===== src/rtl/jdb_pkg.sv =====
// ----------------------------------------------------------------------------
// jdb_pkg
// Types and constants shared by the joystick direction and button debounce unit.
// ----------------------------------------------------------------------------
package jdb_pkg;

	localparam int SAMPLE_BITS   = 10;
	localparam int SAMPLE_W      = 10;
	localparam int TICK_W        = 8;
	localparam int LEVEL_W       = 3;
	localparam int FIFO_DEPTH    = 4;
	localparam int FIFO_AW       = $clog2(FIFO_DEPTH);
	localparam int FIFO_CW       = $clog2(FIFO_DEPTH + 1);

	localparam logic [TICK_W-1:0]  DEBOUNCE_RESET = 8'd8;
	localparam logic [TICK_W-1:0]  TICK_MAX       = 8'hFF;
	localparam logic [LEVEL_W-1:0] LEVEL_MIN      = 3'd0;
	localparam logic [LEVEL_W-1:0] LEVEL_MAX      = 3'd7;

	typedef enum logic [1:0] {
		MODE_IDLE       = 2'd0,
		MODE_PRESS_DB   = 2'd1,
		MODE_HELD       = 2'd2,
		MODE_RELEASE_DB = 2'd3
	} mode_t;

	typedef enum logic [1:0] {
		DIR_NONE = 2'd0,
		DIR_MIN  = 2'd1,
		DIR_MAX  = 2'd2
	} dir_t;

	typedef enum logic [2:0] {
		EV_Y_MAX = 3'd0,
		EV_Y_MIN = 3'd1,
		EV_X_MAX = 3'd2,
		EV_X_MIN = 3'd3,
		EV_PRESS = 3'd4
	} event_t;

	typedef struct packed {
		logic                tick;
		logic                sample_valid;
		logic [SAMPLE_W-1:0] x_sample;
		logic [SAMPLE_W-1:0] y_sample;
		logic                button_level;
	} in_item_t;

	typedef struct packed {
		logic [1:0] count;
		event_t     code0;
		event_t     code1;
	} result_t;

	typedef struct packed {
		event_t code;
		logic   last;
	} out_item_t;

	function automatic logic [LEVEL_W-1:0] quantize(input logic [SAMPLE_W-1:0] s);
		return s[SAMPLE_BITS-1 -: LEVEL_W];
	endfunction

endpackage


===== src/rtl/jdb_in_if.sv =====
// ----------------------------------------------------------------------------
// jdb_in_if
// Poll channel: tick, sample pair and button level.
// ----------------------------------------------------------------------------
interface jdb_in_if
	import jdb_pkg::*;
();
	logic                valid;
	logic                ready;
	logic                tick;
	logic                sample_valid;
	logic [SAMPLE_W-1:0] x_sample;
	logic [SAMPLE_W-1:0] y_sample;
	logic                button_level;

	modport source (output valid, tick, sample_valid, x_sample, y_sample, button_level,
		input ready);
	modport sink (input valid, tick, sample_valid, x_sample, y_sample, button_level,
		output ready);
endinterface


===== src/rtl/jdb_out_if.sv =====
// ----------------------------------------------------------------------------
// jdb_out_if
// Event channel: event code and last flag.
// ----------------------------------------------------------------------------
interface jdb_out_if;
	logic       valid;
	logic       ready;
	logic [2:0] event_code;
	logic       last;

	modport source (output valid, event_code, last, input ready);
	modport sink (input valid, event_code, last, output ready);
endinterface


===== src/rtl/jdb_cfg_if.sv =====
// ----------------------------------------------------------------------------
// jdb_cfg_if
// Configuration write channel for the debounce tick count.
// ----------------------------------------------------------------------------
interface jdb_cfg_if;
	logic       valid;
	logic       ready;
	logic [7:0] data;

	modport source (output valid, data, input ready);
	modport sink (input valid, data, output ready);
endinterface


===== src/rtl/jdb_core.sv =====
// ----------------------------------------------------------------------------
// jdb_core
// Mode, tick counter and axis latches; evaluates one registered poll.
// ----------------------------------------------------------------------------
module jdb_core
	import jdb_pkg::*;
(
	input  logic              clk,
	input  logic              arst_n,
	input  logic              fire,
	input  in_item_t          item,
	input  logic              cfg_we,
	input  logic [TICK_W-1:0] cfg_data,
	output result_t           result
);

	mode_t             mode_q, mode_d;
	dir_t              x_dir_q, x_dir_d, y_dir_q, y_dir_d;
	logic [TICK_W-1:0] tick_count_q, tick_count_d, tick_inc;
	logic [TICK_W-1:0] debounce_q;
	logic [LEVEL_W-1:0] x_lvl, y_lvl;
	logic              pressed, done;
	logic              x_ev, y_ev;
	event_t            x_code, y_code;

	always_ff @(posedge clk or negedge arst_n) begin
		if (!arst_n) begin
			debounce_q <= DEBOUNCE_RESET;
		end else if (cfg_we) begin
			debounce_q <= cfg_data;
		end
	end

	always_ff @(posedge clk or negedge arst_n) begin
		if (!arst_n) begin
			mode_q       <= MODE_IDLE;
			tick_count_q <= '0;
			x_dir_q      <= DIR_NONE;
			y_dir_q      <= DIR_NONE;
		end else if (fire) begin
			mode_q       <= mode_d;
			tick_count_q <= tick_count_d;
			x_dir_q      <= x_dir_d;
			y_dir_q      <= y_dir_d;
		end
	end

	always_comb begin
		pressed  = !item.button_level;
		tick_inc = (item.tick && tick_count_q != TICK_MAX) ? tick_count_q + 1'b1 : tick_count_q;
		done     = tick_inc >= debounce_q;
		x_lvl    = quantize(item.x_sample);
		y_lvl    = quantize(item.y_sample);

		x_dir_d = x_dir_q;
		x_ev    = 1'b0;
		x_code  = EV_X_MIN;
		if (x_lvl == LEVEL_MIN) begin
			x_ev    = x_dir_q != DIR_MIN;
			x_dir_d = DIR_MIN;
		end else if (x_lvl == LEVEL_MAX) begin
			x_ev    = x_dir_q != DIR_MAX;
			x_dir_d = DIR_MAX;
			x_code  = EV_X_MAX;
		end else begin
			x_dir_d = DIR_NONE;
		end

		y_dir_d = y_dir_q;
		y_ev    = 1'b0;
		y_code  = EV_Y_MIN;
		if (y_lvl == LEVEL_MIN) begin
			y_ev    = y_dir_q != DIR_MIN;
			y_dir_d = DIR_MIN;
		end else if (y_lvl == LEVEL_MAX) begin
			y_ev    = y_dir_q != DIR_MAX;
			y_dir_d = DIR_MAX;
			y_code  = EV_Y_MAX;
		end else begin
			y_dir_d = DIR_NONE;
		end

		mode_d       = mode_q;
		tick_count_d = tick_inc;
		result.count = 2'd0;
		result.code0 = x_code;
		result.code1 = y_code;

		unique case (mode_q)
			MODE_IDLE: begin
				if (!item.sample_valid || pressed) begin
					x_dir_d = x_dir_q;
					y_dir_d = y_dir_q;
				end
				if (item.sample_valid) begin
					if (pressed) begin
						tick_count_d = '0;
						mode_d       = MODE_PRESS_DB;
					end else begin
						result.count = {1'b0, x_ev} + {1'b0, y_ev};
						if (!x_ev) begin
							result.code0 = y_code;
						end
					end
				end
			end
			MODE_PRESS_DB: begin
				x_dir_d = x_dir_q;
				y_dir_d = y_dir_q;
				if (done) begin
					if (pressed) begin
						result.count = 2'd1;
						result.code0 = EV_PRESS;
						mode_d       = MODE_HELD;
					end else begin
						mode_d = MODE_IDLE;
					end
				end
			end
			MODE_HELD: begin
				x_dir_d = x_dir_q;
				y_dir_d = y_dir_q;
				if (!pressed) begin
					tick_count_d = '0;
					mode_d       = MODE_RELEASE_DB;
				end
			end
			MODE_RELEASE_DB: begin
				x_dir_d = x_dir_q;
				y_dir_d = y_dir_q;
				if (done) begin
					mode_d = pressed ? MODE_HELD : MODE_IDLE;
				end
			end
			default: begin
				mode_d = MODE_IDLE;
			end
		endcase
	end

endmodule


===== src/rtl/jdb_fifo.sv =====
// ----------------------------------------------------------------------------
// jdb_fifo
// Event queue: takes up to two events a cycle, hands out one a cycle while out_ready is high.
// ----------------------------------------------------------------------------
module jdb_fifo
	import jdb_pkg::*;
(
	input  logic      clk,
	input  logic      arst_n,
	input  logic      push,
	input  result_t   result,
	output logic      space2,
	output logic      out_valid,
	input  logic      out_ready,
	output out_item_t out_item
);

	out_item_t            mem [FIFO_DEPTH];
	logic [FIFO_AW-1:0]   wr_q, rd_q, wr_next;
	logic [FIFO_CW-1:0]   count_q, n_push;
	logic                 pop;

	assign n_push    = push ? FIFO_CW'(result.count) : '0;
	assign pop       = out_valid && out_ready;
	assign out_valid = count_q != '0;
	assign space2    = count_q <= FIFO_CW'(FIFO_DEPTH - 2);
	assign out_item  = mem[rd_q];
	assign wr_next   = wr_q + 1'b1;

	always_ff @(posedge clk) begin
		if (push && result.count != 2'd0) begin
			mem[wr_q] <= '{code: result.code0, last: result.count == 2'd1};
		end
		if (push && result.count == 2'd2) begin
			mem[wr_next] <= '{code: result.code1, last: 1'b1};
		end
	end

	always_ff @(posedge clk or negedge arst_n) begin
		if (!arst_n) begin
			wr_q    <= '0;
			rd_q    <= '0;
			count_q <= '0;
		end else begin
			wr_q    <= wr_q + n_push[FIFO_AW-1:0];
			rd_q    <= rd_q + FIFO_AW'(pop);
			count_q <= count_q + n_push - FIFO_CW'(pop);
		end
	end

endmodule


===== src/rtl/joystick_direction_and_button_debounce_unit.sv =====
// ----------------------------------------------------------------------------
// joystick_direction_and_button_debounce_unit
// Takes one poll per transaction (tick, optional X/Y sample pair, button
// level) and emits direction and press events. A poll is taken every cycle
// while the event queue has room; it is registered, evaluated, and its
// events (none, one or two) go to a four-entry queue that drives the
// event channel at one event per cycle while the receiver is ready. The
// debounce tick count may be written at any time the unit is idle; its
// reset value is eight.
// ----------------------------------------------------------------------------
module joystick_direction_and_button_debounce_unit
	import jdb_pkg::*;
(
	input  logic        clk,
	input  logic        arst_n,
	jdb_in_if.sink      in_chan,
	jdb_out_if.source   out_chan,
	jdb_cfg_if.sink     cfg
);

	in_item_t  item_s1;
	logic      valid_s1;
	logic      fire, space2, accept;
	result_t   result;
	out_item_t out_item;

	assign fire           = valid_s1 && space2;
	assign in_chan.ready  = !valid_s1 || fire;
	assign accept         = in_chan.valid && in_chan.ready;
	assign cfg.ready      = 1'b1;

	always_ff @(posedge clk or negedge arst_n) begin
		if (!arst_n) begin
			valid_s1 <= 1'b0;
		end else if (in_chan.ready) begin
			valid_s1 <= in_chan.valid;
		end
	end

	// hold the poll until the queue has room for its events
	always_ff @(posedge clk) begin
		if (accept) begin
			item_s1 <= '{tick: in_chan.tick, sample_valid: in_chan.sample_valid,
				x_sample: in_chan.x_sample, y_sample: in_chan.y_sample,
				button_level: in_chan.button_level};
		end
	end

	jdb_core u_core (
		.clk      (clk),
		.arst_n   (arst_n),
		.fire     (fire),
		.item     (item_s1),
		.cfg_we   (cfg.valid),
		.cfg_data (cfg.data),
		.result   (result)
	);

	jdb_fifo u_fifo (
		.clk       (clk),
		.arst_n    (arst_n),
		.push      (fire),
		.result    (result),
		.space2    (space2),
		.out_valid (out_chan.valid),
		.out_ready (out_chan.ready),
		.out_item  (out_item)
	);

	assign out_chan.event_code = out_item.code;
	assign out_chan.last       = out_item.last;

endmodule

===== src/flat_wrapper.sv =====
// flat-port wrapper written by rule: the top's interface ports become plain ports
module joystick_direction_and_button_debounce_unit_flat import jdb_pkg::*;
  (clk, arst_n, in_chan_valid, in_chan_tick, in_chan_sample_valid, in_chan_x_sample, in_chan_y_sample, in_chan_button_level, in_chan_ready, out_chan_valid, out_chan_event_code, out_chan_last, out_chan_ready, cfg_valid, cfg_data, cfg_ready);
  jdb_in_if in_chan_i ();
  jdb_out_if out_chan_i ();
  jdb_cfg_if cfg_i ();
  input  logic clk;
  input  logic arst_n;
  input wire logic [$bits(in_chan_i.valid)-1:0] in_chan_valid;
  input wire logic [$bits(in_chan_i.tick)-1:0] in_chan_tick;
  input wire logic [$bits(in_chan_i.sample_valid)-1:0] in_chan_sample_valid;
  input wire logic [$bits(in_chan_i.x_sample)-1:0] in_chan_x_sample;
  input wire logic [$bits(in_chan_i.y_sample)-1:0] in_chan_y_sample;
  input wire logic [$bits(in_chan_i.button_level)-1:0] in_chan_button_level;
  output wire logic [$bits(in_chan_i.ready)-1:0] in_chan_ready;
  output wire logic [$bits(out_chan_i.valid)-1:0] out_chan_valid;
  output wire logic [$bits(out_chan_i.event_code)-1:0] out_chan_event_code;
  output wire logic [$bits(out_chan_i.last)-1:0] out_chan_last;
  input wire logic [$bits(out_chan_i.ready)-1:0] out_chan_ready;
  input wire logic [$bits(cfg_i.valid)-1:0] cfg_valid;
  input wire logic [$bits(cfg_i.data)-1:0] cfg_data;
  output wire logic [$bits(cfg_i.ready)-1:0] cfg_ready;
  assign in_chan_i.valid = in_chan_valid;
  assign in_chan_i.tick = in_chan_tick;
  assign in_chan_i.sample_valid = in_chan_sample_valid;
  assign in_chan_i.x_sample = in_chan_x_sample;
  assign in_chan_i.y_sample = in_chan_y_sample;
  assign in_chan_i.button_level = in_chan_button_level;
  assign in_chan_ready = in_chan_i.ready;
  assign out_chan_valid = out_chan_i.valid;
  assign out_chan_event_code = out_chan_i.event_code;
  assign out_chan_last = out_chan_i.last;
  assign out_chan_i.ready = out_chan_ready;
  assign cfg_i.valid = cfg_valid;
  assign cfg_i.data = cfg_data;
  assign cfg_ready = cfg_i.ready;
  joystick_direction_and_button_debounce_unit u_core (.clk(clk), .arst_n(arst_n), .in_chan(in_chan_i), .out_chan(out_chan_i), .cfg(cfg_i));
endmodule

===== config.mk =====
export PLATFORM = sky130hd
export DESIGN_NAME = joystick_direction_and_button_debounce_unit_flat
export DESIGN_NICKNAME = d
export VERILOG_FILES = /design/src/rtl/jdb_pkg.sv /design/src/rtl/jdb_in_if.sv /design/src/rtl/jdb_out_if.sv /design/src/rtl/jdb_cfg_if.sv /design/src/rtl/jdb_core.sv /design/src/rtl/jdb_fifo.sv /design/src/rtl/joystick_direction_and_button_debounce_unit.sv /design/src/flat_wrapper.sv
export SDC_FILE = /design/constraint.sdc
export NUM_CORES = 1
export LEC_CHECK = 0
export BUFFER_PORTS_ARGS = -buffer_cell sky130_fd_sc_hd__buf_2
export CORE_ASPECT_RATIO = 1.1
export CORE_UTILIZATION = 54
export DETAILED_ROUTE_END_ITERATION = 10
export PLACE_DENSITY_LB_ADDON = 0.15
export SKIP_LAST_GASP = 1
export SYNTH_ARGS = -nofsm -noshare
export SYNTH_HDL_FRONTEND = slang
export SYNTH_SLANG_ARGS = --single-unit

===== constraint.sdc =====
create_clock -name clk -period 4.4 [get_ports clk]
set_input_delay 0.88 -clock clk [delete_from_list [all_inputs] [get_ports clk]]
set_output_delay 0.88 -clock clk [all_outputs]
set_load 0.01 [all_outputs]

==> reports/qor.csv <==
metric,value,unit
status,finished clean,
synth-edff-count,13,
seqCellArea,1380,sq um
multi_input_area,1480,sq um
synth_area,2960,sq um
crit_path_end_kind,flop,
grt.overflow.total,0,
finalWorstSetupSlack,449,ps
syn_inst,297,
critPathLaunch,u_core.u_core.tick_count_q[0],
drt-wirelength-per-cell,14.0,um
ys_types,58,
fmax,253,MHz
max_slew_margin,31.1,%
hold_path_class,flop to flop,
insertion_delay,300,ps
muxShareOfSynthArea,5.71,%
finalClockSkew,5.20,ps
synth-simple-area-share,17.8,%
slew_viol_final,0,
max_slew.worst_pin.slew,1020,ps
dp_slack,459,ps
fp.dieH,79.7,um
grt_util_all_layers,22.0,%
wirelength,5540,um
netlist.area_leader.share,24.5,%
cts.root.buffer_cell,clkbuf_8,
syn_avg_cell_area,9.97,sq um
synth-async-reset-ratio,54.5,%
synthTopCellsByArea,"dfrtp_1 (25%), edfxtp_1 (13%), dfxtp_1 (8.1%)",
fin_crit,3950,ps
synth-seq-cells,55,
synth-xor-area-share,3.55,%
finalSetupTns,0,ps
hp-start,u_core.u_fifo.mem[0][0],
post_cts_buffers,0,
required,4590,ps
syn_to_final_growth,9.30,%
nets,376,
ctsHoldBuffers,0,
io_pins,43,
p_per_area,518,nW/um^2
port_buffers,27,
worstPathMaxFanout,8,
tritoncts,yes,
antenna_cells,0,
min_period_over_period,89.8,%
yosysSeqAreaShare,46.7,%
die_x,72.6,um
start_util,57.7,%
syn_nets,349,
num_vias,2224,
clock_path_buffers,2,
row_count,27,
grt_max_degree,31,
cts.htree.levels,2,
arrival,4140,ps
ctsResizeCount,0,
synth_compound_area_share,15.7,%
dieArea,5780,sq um
yosysTopAreaCell,dfrtp_1,
cap_viol_max_count,0,
ant_nets,0,
gp_routability_congestion,0.817,
dp_hpwl,4140,um
grt_pass1_vias,2118,
core_area,5130,sq um
remaining_drc_errors,0,
fillers,473,
synth_top_family_by_area,simple AND/OR/NAND/NOR gates,
synth_warnings,0,
r2r_slack,450,ps
rsz0062_at_grt,false,
finalHoldViolations,0,
cts-buffers-inserted,5,
worstReg2RegStart,u_core.u_core.tick_count_q[0],
p_leak,0.00143,uW
criticalPathCategory,flop to flop,
yosys_most_used_dff,dfrtp_1,
numClockSinks,55,
first_pass_iters,5,
vdd_drop_max,0.000416,V
grt_pass1_wl,9800,um
antenna_found_initial,0,
viasPerCell,5.60,
cp-start-kind,flop,
yosys.area_share.adder,7.02,%
clk_pin_slew,90,ps
drt_iter0_markers,147,
setup_viol,0,
drive_gt1_share,16.6,%
-- final cells by class --
type,count,area share (%)
multi-input combinational,217,45.7
sequential,55,42.7
timing repair buffer,27,4.18
tap,72,2.78
clock buffer,7,2.36
inverter,18,2.09
clock inverter,1,0.155
-- sequential cells by signal, summed over array words and instances, names as in the netlist, named ones only --
register and cells:
u_core.u_core.debounce_q 8, u_core.u_core.mode_q 1, u_core.u_core.tick_count_q 8, u_core.u_fifo.count_q 3
u_core.u_fifo.mem 16, u_core.u_fifo.rd_q 2, u_core.item_s1 9, u_core.valid_s1 1
u_core.u_core.y_dir_q 2, u_core.u_fifo.wr_q 2, u_core.u_core.x_dir_q 2
-- cell usage in the layout, fill, tap and decap left out, types with 5 or more instances in the layout --
cell type,n
nand2_1,35
dfrtp_1,29
buf_2,27
nor2_1,25
o21ai_0,19
inv_1,16
ha_1,15
edfxtp_1,13
dfxtp_1,12
nand3_1,10
a21oi_1,10
xnor2_1,9
nand2b_1,8
a31oi_1,6
o22ai_1,5
o31ai_1,5
clkbuf_8,5
-- per-stage QoR --
stage          instances  area [sq um]  total power (uW)  hold slack (ps)  util (%)
6_report             397          3240              1680              486      63.0
5_1_grt              397          3240              1820              522      63.0
4_1_cts              397          3240              1690              489      63.0
3_5_place_dp         389          3150              1420              470      61.4
3_3_place_gp         389          3150              1400              464      61.4
2_1_floorplan        297          2960              1250              448         -
-- power breakdown --
part	switching (uW)	internal (uW)	leakage, uW	total (uW)
clock	152	112	0.0000422	264
combinational	343	271	0.000796	613
sequential	141	658	0.000596	799
-- synthesized netlist by cell type, drive strengths merged (2+ instances only) --
master,n
a21oi,10
a22o,3
a31oi,6
and2,5
and3,4
buf,2
clkbuf,5
dfrtp,29
dfxtp,12
edfxtp,13
ha,15
inv,18
mux2,4
mux2i,3
mux4,4
nand2,38
nand2b,8
nand3,11
nand4,4
nor2,26
nor2b,3
nor3,2
nor3b,2
o2111ai,2
o211ai,2
o21ai,22
o21bai,2
o22ai,5
o31ai,5
o41ai,4
xnor2,9
xor2,3
-- worst max-delay path: stages, from the launching register on --
cell	delay [ps]
dfrtp_1	450
ha_1	250
nand4_1	100
o21a_1	250
and2_1	210
nand3_1	130
xnor2_1	170
ha_1	300
nand4_1	130
nor4b_1	340
o21ai_2	150
nand3_2	180
nand2_1	110
ha_1	330
inv_1	40
ha_1	180
fa_1	380
xnor2_1	140
-- per-layer routing --
| layer | global-route usage [%] | vias to the layer above | share of wire [%] |
|---|---|---|---|
| met5 | 0 | - | 0 |
| met4 | 5.29 | 0 | 1.2 |
| li1 | - | 1127 | - |
| met2 | 35.0 | 50 | 45 |
| met3 | 3.41 | 8 | 3.7 |
| met1 | 31.5 | 1039 | 50 |
-- worst paths after layout --
| path | endpoint | depth (start not counted) |
|---|---|---|
| max | u_core.u_fifo.count_q[2] | 17 |
| min in group asynchronous | u_core.u_core.debounce_q[2] | 1 |
| max in group asynchronous | u_core.u_fifo.rd_q[0] | 1 |
| min | u_core.u_fifo.mem[0][0] | 2 |
| min reg2reg | u_core.u_fifo.mem[0][0] | 2 |
| max reg2reg | u_core.u_fifo.count_q[2] | 17 |
-- cell families (layout without fill, tap and decap cells) --
| kind of cell | count (synthesis) | count (layout) |
|---|---|---|
| fa+ha+maj | 16 | 16 |
| simple gates | 107 | 107 |
| other cells | 1 | 1 |
| flops | 55 | 55 |
| compound gates | 70 | 70 |
| buf+inv | 25 | 53 |
| xor+xnor | 12 | 12 |
| mux | 11 | 11 |
Note: power is estimated with default switching activity, not from simulation.
